**src/sv/crd_pkg.sv**
```systemverilog
// ----------------------------------------------------------------------------
// crd_pkg: shared types and constants for the character raster draw engine
// Operation codes, command record passed from front end to back end.
// ----------------------------------------------------------------------------
package crd_pkg;

  localparam int unsigned MaxWidthDef  = 128;
  localparam int unsigned MaxHeightDef = 128;

  localparam int unsigned CoordW = 12;
  localparam int unsigned SizeW  = 11;
  localparam int unsigned CharW  = 8;
  localparam int unsigned RadW   = 12;
  localparam int unsigned RegW   = 8;
  localparam int unsigned RegIdxW = 3;

  typedef enum logic [3:0] {
    OP_GET    = 4'd0,
    OP_SET    = 4'd1,
    OP_FILL   = 4'd2,
    OP_HLINE  = 4'd3,
    OP_VLINE  = 4'd4,
    OP_BOX    = 4'd5,
    OP_FBOX   = 4'd6,
    OP_DISK   = 4'd7,
    OP_COPY   = 4'd8,
    OP_KCOPY  = 4'd9
  } op_e;

  typedef enum logic [2:0] {
    REG_W0  = 3'd0,
    REG_H0  = 3'd1,
    REG_BG0 = 3'd2,
    REG_W1  = 3'd3,
    REG_H1  = 3'd4,
    REG_BG1 = 3'd5
  } reg_e;

  // Command record as it travels through the queue.
  typedef struct packed {
    logic [3:0]               op;
    logic                     sel;
    logic signed [CoordW-1:0] xa;
    logic signed [CoordW-1:0] ya;
    logic signed [CoordW-1:0] xb;
    logic signed [CoordW-1:0] yb;
    logic [SizeW-1:0]         cw;
    logic [SizeW-1:0]         ch;
    logic [CharW-1:0]         chr;
    logic [RadW-1:0]          rad;
  } cmd_t;

endpackage

```
**src/sv/crd_cmd_fifo.sv**
```systemverilog
// ----------------------------------------------------------------------------
// crd_cmd_fifo: two-entry command queue
// Decouples the command front end from the drawing back end.
// ----------------------------------------------------------------------------
module crd_cmd_fifo (
  input  logic          clk_i,
  input  logic          rst_ni,
  input  logic          wr_valid_i,
  output logic          wr_stall_o,
  input  crd_pkg::cmd_t wr_data_i,
  output logic          rd_valid_o,
  input  logic          rd_stall_i,
  output crd_pkg::cmd_t rd_data_o
);
  import crd_pkg::*;

  cmd_t       mem_q [2];
  logic       wp_q, wp_d, rp_q, rp_d;
  logic [1:0] cnt_q, cnt_d;
  logic       push, pop;

  assign wr_stall_o = (cnt_q == 2'd2);
  assign rd_valid_o = (cnt_q != 2'd0);
  assign rd_data_o  = mem_q[rp_q];
  assign push = wr_valid_i && !wr_stall_o;
  assign pop  = rd_valid_o && !rd_stall_i;

  always_comb begin
    wp_d  = push ? ~wp_q : wp_q;
    rp_d  = pop ? ~rp_q : rp_q;
    cnt_d = cnt_q + {1'b0, push} - {1'b0, pop};
  end

  always_ff @(posedge clk_i or negedge rst_ni) begin
    if (!rst_ni) begin
      wp_q <= 1'b0;
      rp_q <= 1'b0;
      cnt_q <= 2'd0;
    end else begin
      wp_q <= wp_d;
      rp_q <= rp_d;
      cnt_q <= cnt_d;
    end
  end

  always_ff @(posedge clk_i) begin
    if (push) begin
      mem_q[wp_q] <= wr_data_i;
    end
  end

  assert property (@(posedge clk_i) disable iff (!rst_ni) cnt_q <= 2'd2)
    else $error("queue count overflow");
  assert property (@(posedge clk_i) disable iff (!rst_ni)
    (cnt_q == 2'd0) |-> !pop)
    else $error("pop from empty queue");
  assert property (@(posedge clk_i) disable iff (!rst_ni)
    (push && !pop) |=> (cnt_q == $past(cnt_q) + 2'd1))
    else $error("queue count not advanced on push");

endmodule

```
**config.mk**
```make
export PLATFORM = sky130hd
export DESIGN_NAME = crd_cmd_fifo
export DESIGN_NICKNAME = d
export VERILOG_FILES = /design/src/sv/crd_pkg.sv /design/src/sv/crd_cmd_fifo.sv
export SDC_FILE = /design/constraint.sdc
export NUM_CORES = 1
export LEC_CHECK = 0
export BUFFER_PORTS_ARGS = -buffer_cell sky130_fd_sc_hd__buf_4
export CORE_ASPECT_RATIO = 1.1
export CORE_MARGIN = 3
export CORE_UTILIZATION = 52
export DETAILED_ROUTE_END_ITERATION = 16
export PLACE_DENSITY = 0.85
export SETUP_SLACK_MARGIN = 0.4
export SLEW_MARGIN = 20
export SYNTH_ARGS = -nofsm -noshare
export SYNTH_HDL_FRONTEND = slang
export SYNTH_SLANG_ARGS = --single-unit
```
**constraint.sdc**
```tcl
create_clock -name clk_i -period 6 [get_ports clk_i]
set_input_delay 0.9 -clock clk_i [delete_from_list [all_inputs] [get_ports clk_i]]
set_output_delay 0.9 -clock clk_i [all_outputs]
set_load 0.005 [all_outputs]
```
==> metrics <==
Max VDD drop 331.5 uV; Slew HR 0.3684; met3 WL 1.401 mm; Placer Congestion between 0.7 and 0.8; Arrival @ worst endpoint roughly 2.6 ns; n_diodes 0; I/O pins just under 200; register area share after synthesis 0.8000; CP delay by family, top flip-flops; number of global-route vias before repair ~3900; Synth Area in Simple Gates 0.004483; drt drc 0; TritonCTS Buffers 17; htree depth 4; TritonRoute pass-1 iters 4; Rows 44; CTS tree yes; final design utilization 0.7013; setup TNS 0 ns; f_max between 0.2 and 0.3 GHz; Longest Clk Path Bufs 2; Global Route Usage Sum 0.1711; Area Overhead vs Synth 29.81%; outcome completed; critical path depth 3; Pwr Density between 400 and 500 mW/mm2; final-report hold violation count 0; post-layout minimum cycle time 3.532 ns; CP bufs+invs 2; WS Path Type reg2out; die height roughly 130 um; Gate Count Post-Synth approximately 310; worst skew pair latency 0.43 ns; initial antenna violation count 0; Max Fanout on Critical Path 66; period utilization 0.5887; Die Span X around 120 um; Sink Count roughly 190; critical path, cell by cell buf_4 -> mux2_2 -> buf_4; post-CTS resize count 0; Post-Syn Nets ~420; startpoint class of the critical path flip-flop; largest net degree at the start of global routing 67; met2 routed WL between 6 and 7 mm; Worst Reg-to-Reg Cells 3; CP Data Required Time just over 5 ns; clk slew on worst S/H paths approximately 0.060 ns; via count 3637; final WL approximately 13 mm; Nets between 600 and 700; CP Capture Type primary output; worst min path class in2async; adder-cell share of the synthesized area 0.003448; RSZ-0062 raised after global routing no; Fillers between 800 and 900; measured slew at the worst slew-check pin about 0.95 ns; post-synthesis register bit count between 150 and 200; CORE AREA around 0.013 mm2; Post-CTS Setup Bufs 0; synthesized area per cell 23.11 um2; Critical-path top delay cell dfrtp_4; max-cap violations 0; vias per inst about 5; total die area between 0.015 and 0.02 mm2; Worst Skew between 0.015 and 0.02 ns; leak pwr between 3 and 4 nW; Met1 Wirelength roughly 5 mm; CTS Hold Buffers Added 0; CTS root buffer clkbuf_16; IO Port Bufs 195; Max Transition Viols Final 0; share of layout cells above drive strength 1 0.6124; Overflow after GRT 0; DR top layer met4; mux contribution to synthesized area 0.1681; mapped cell area 0.007257 mm2; # setup viols final 0; XOR/XNOR Fraction of Synth Area 0.004828; per-cell routed wire length 18.47 um; Final ANT Viol Nets 0; worst stage delay on the critical path roughly 1.1 ns; most frequent CP cell buf_4; Detail Placement HPWL 8.824 mm; Yosys Warn Count 0; first-pass GRT wire length just under 20 mm; synth unique cells 18; Synth Area in Compound Gates 0; drt initial violations 190; starting density of the core 0.5402; largest family of logic cells by synthesized area multiplexers
## final cells by class
type | count | area, um2 | share of cell area
clock inverter | 14 | 125.1 | 0.01328
timing repair buffer | 199 | 1494 | 0.1586
clock buffer | 18 | 429.2 | 0.04556
multi-input combinational | 107 | 1325 | 0.1407
sequential | 194 | 5809 | 0.6167
inverter | 2 | 7.507 | 0.0007969
tap | 184 | 230.2 | 0.02444
## registers in the layout (all words and copies together) (netlist names)
name,count
mem_q,190
cnt_q,2
rp_q,1
wp_q,1
## layer usage
| layer | GRT usage | vias up |
|---|---|---|
| met1 | 0.1911 | 1772 |
| met5 | 0 | - |
| met3 | 0.08279 | 29 |
| li1 | - | 1654 |
| met2 | 0.2823 | 182 |
| met4 | 0.07566 | 0 |
## placed cells by master (no fill, tap or decap), drive strengths merged
master and n:
and3 1, buf 199, bufinv 1, clkbuf 18, clkinv 5, clkinvlp 1
dfrtp 4, edfxtp 190, ha 2, inv 9, mux2 95, nand2 1
nand2b 1, nor2 1, nor2b 1, or2 1, xnor2 3, xor2 1
## worst paths after layout
path | slack (ns) | end | startpoint
worst max-delay path | 2.47 | rd_data_o[0] | rp_q$_DFFE_PN0P_
worst max register to register | 3.79 | mem_q[1][9]$_DFFE_PP_ | cnt_q[1]$_DFF_PN0_
max in group asynchronous | 5.62 | rp_q$_DFFE_PN0P_ | rst_ni
min in group clk_i | 0.54 | cnt_q[0]$_DFF_PN0_ | cnt_q[0]$_DFF_PN0_
worst min-delay path | 0.26 | cnt_q[0]$_DFF_PN0_ | rst_ni
worst min register to register | 0.54 | cnt_q[0]$_DFF_PN0_ | cnt_q[0]$_DFF_PN0_
## per-stage QoR
step	area (um2)	worst slack (ns)	hold slack, ns	cells	total power [mW]
2_1_floorplan	7257	0.5013	0.4608	314	2.812
3_3_place_gp	8866	2.909	0.4951	686	3.339
3_5_place_dp	8866	2.860	0.5237	686	3.392
4_1_cts	9420	2.388	0.2411	718	4.451
5_1_grt	9420	2.307	0.2411	718	4.596
6_report	9420	2.468	0.2598	718	4.395
## cells in the mapped netlist
| cell type | count | area (um2) |
|---|---|---|
| nand2_1 | 1 | 3.750 |
| mux2_4 | 40 | 600.6 |
| buf_8 | 1 | 15.01 |
| nand2b_1 | 1 | 6.260 |
| buf_2 | 5 | 25.02 |
| buf_12 | 4 | 80.08 |
| xnor2_1 | 3 | 26.28 |
| nor2_1 | 1 | 3.750 |
| buf_6 | 1 | 11.26 |
| and3_1 | 1 | 6.260 |
| xor2_1 | 1 | 8.760 |
| ha_1 | 2 | 25.02 |
| nor2b_1 | 1 | 6.260 |
| edfxtp_1 | 190 | 5705 |
| mux2_2 | 55 | 619.3 |
| dfrtp_1 | 4 | 100.1 |
| or2_2 | 1 | 6.260 |
| inv_1 | 2 | 7.510 |
## cells by family after synthesis
group	count (synthesis)
and+or+nand+nor	6
muxes	95
xor gates and xnor gates	4
buffers and inverters	13
adders and majority gates	2
DFF	194
## power by group
part           leakage (nW)  internal [mW]  switching, mW  total [mW]
registers              1.81           1.86          0.167        2.02
clock network         0.272          0.577          0.473        1.05
logic                  1.56          0.795          0.527        1.32
total                  3.64           3.23           1.17        4.40
## worst register-to-register path, cell delays in order (launching register included)
cell,delay (ns)
dfrtp_1,0.41
nand2b_1,0.14
and3_4,0.56
buf_4,0.70
(Power assumes the default switching activity.)
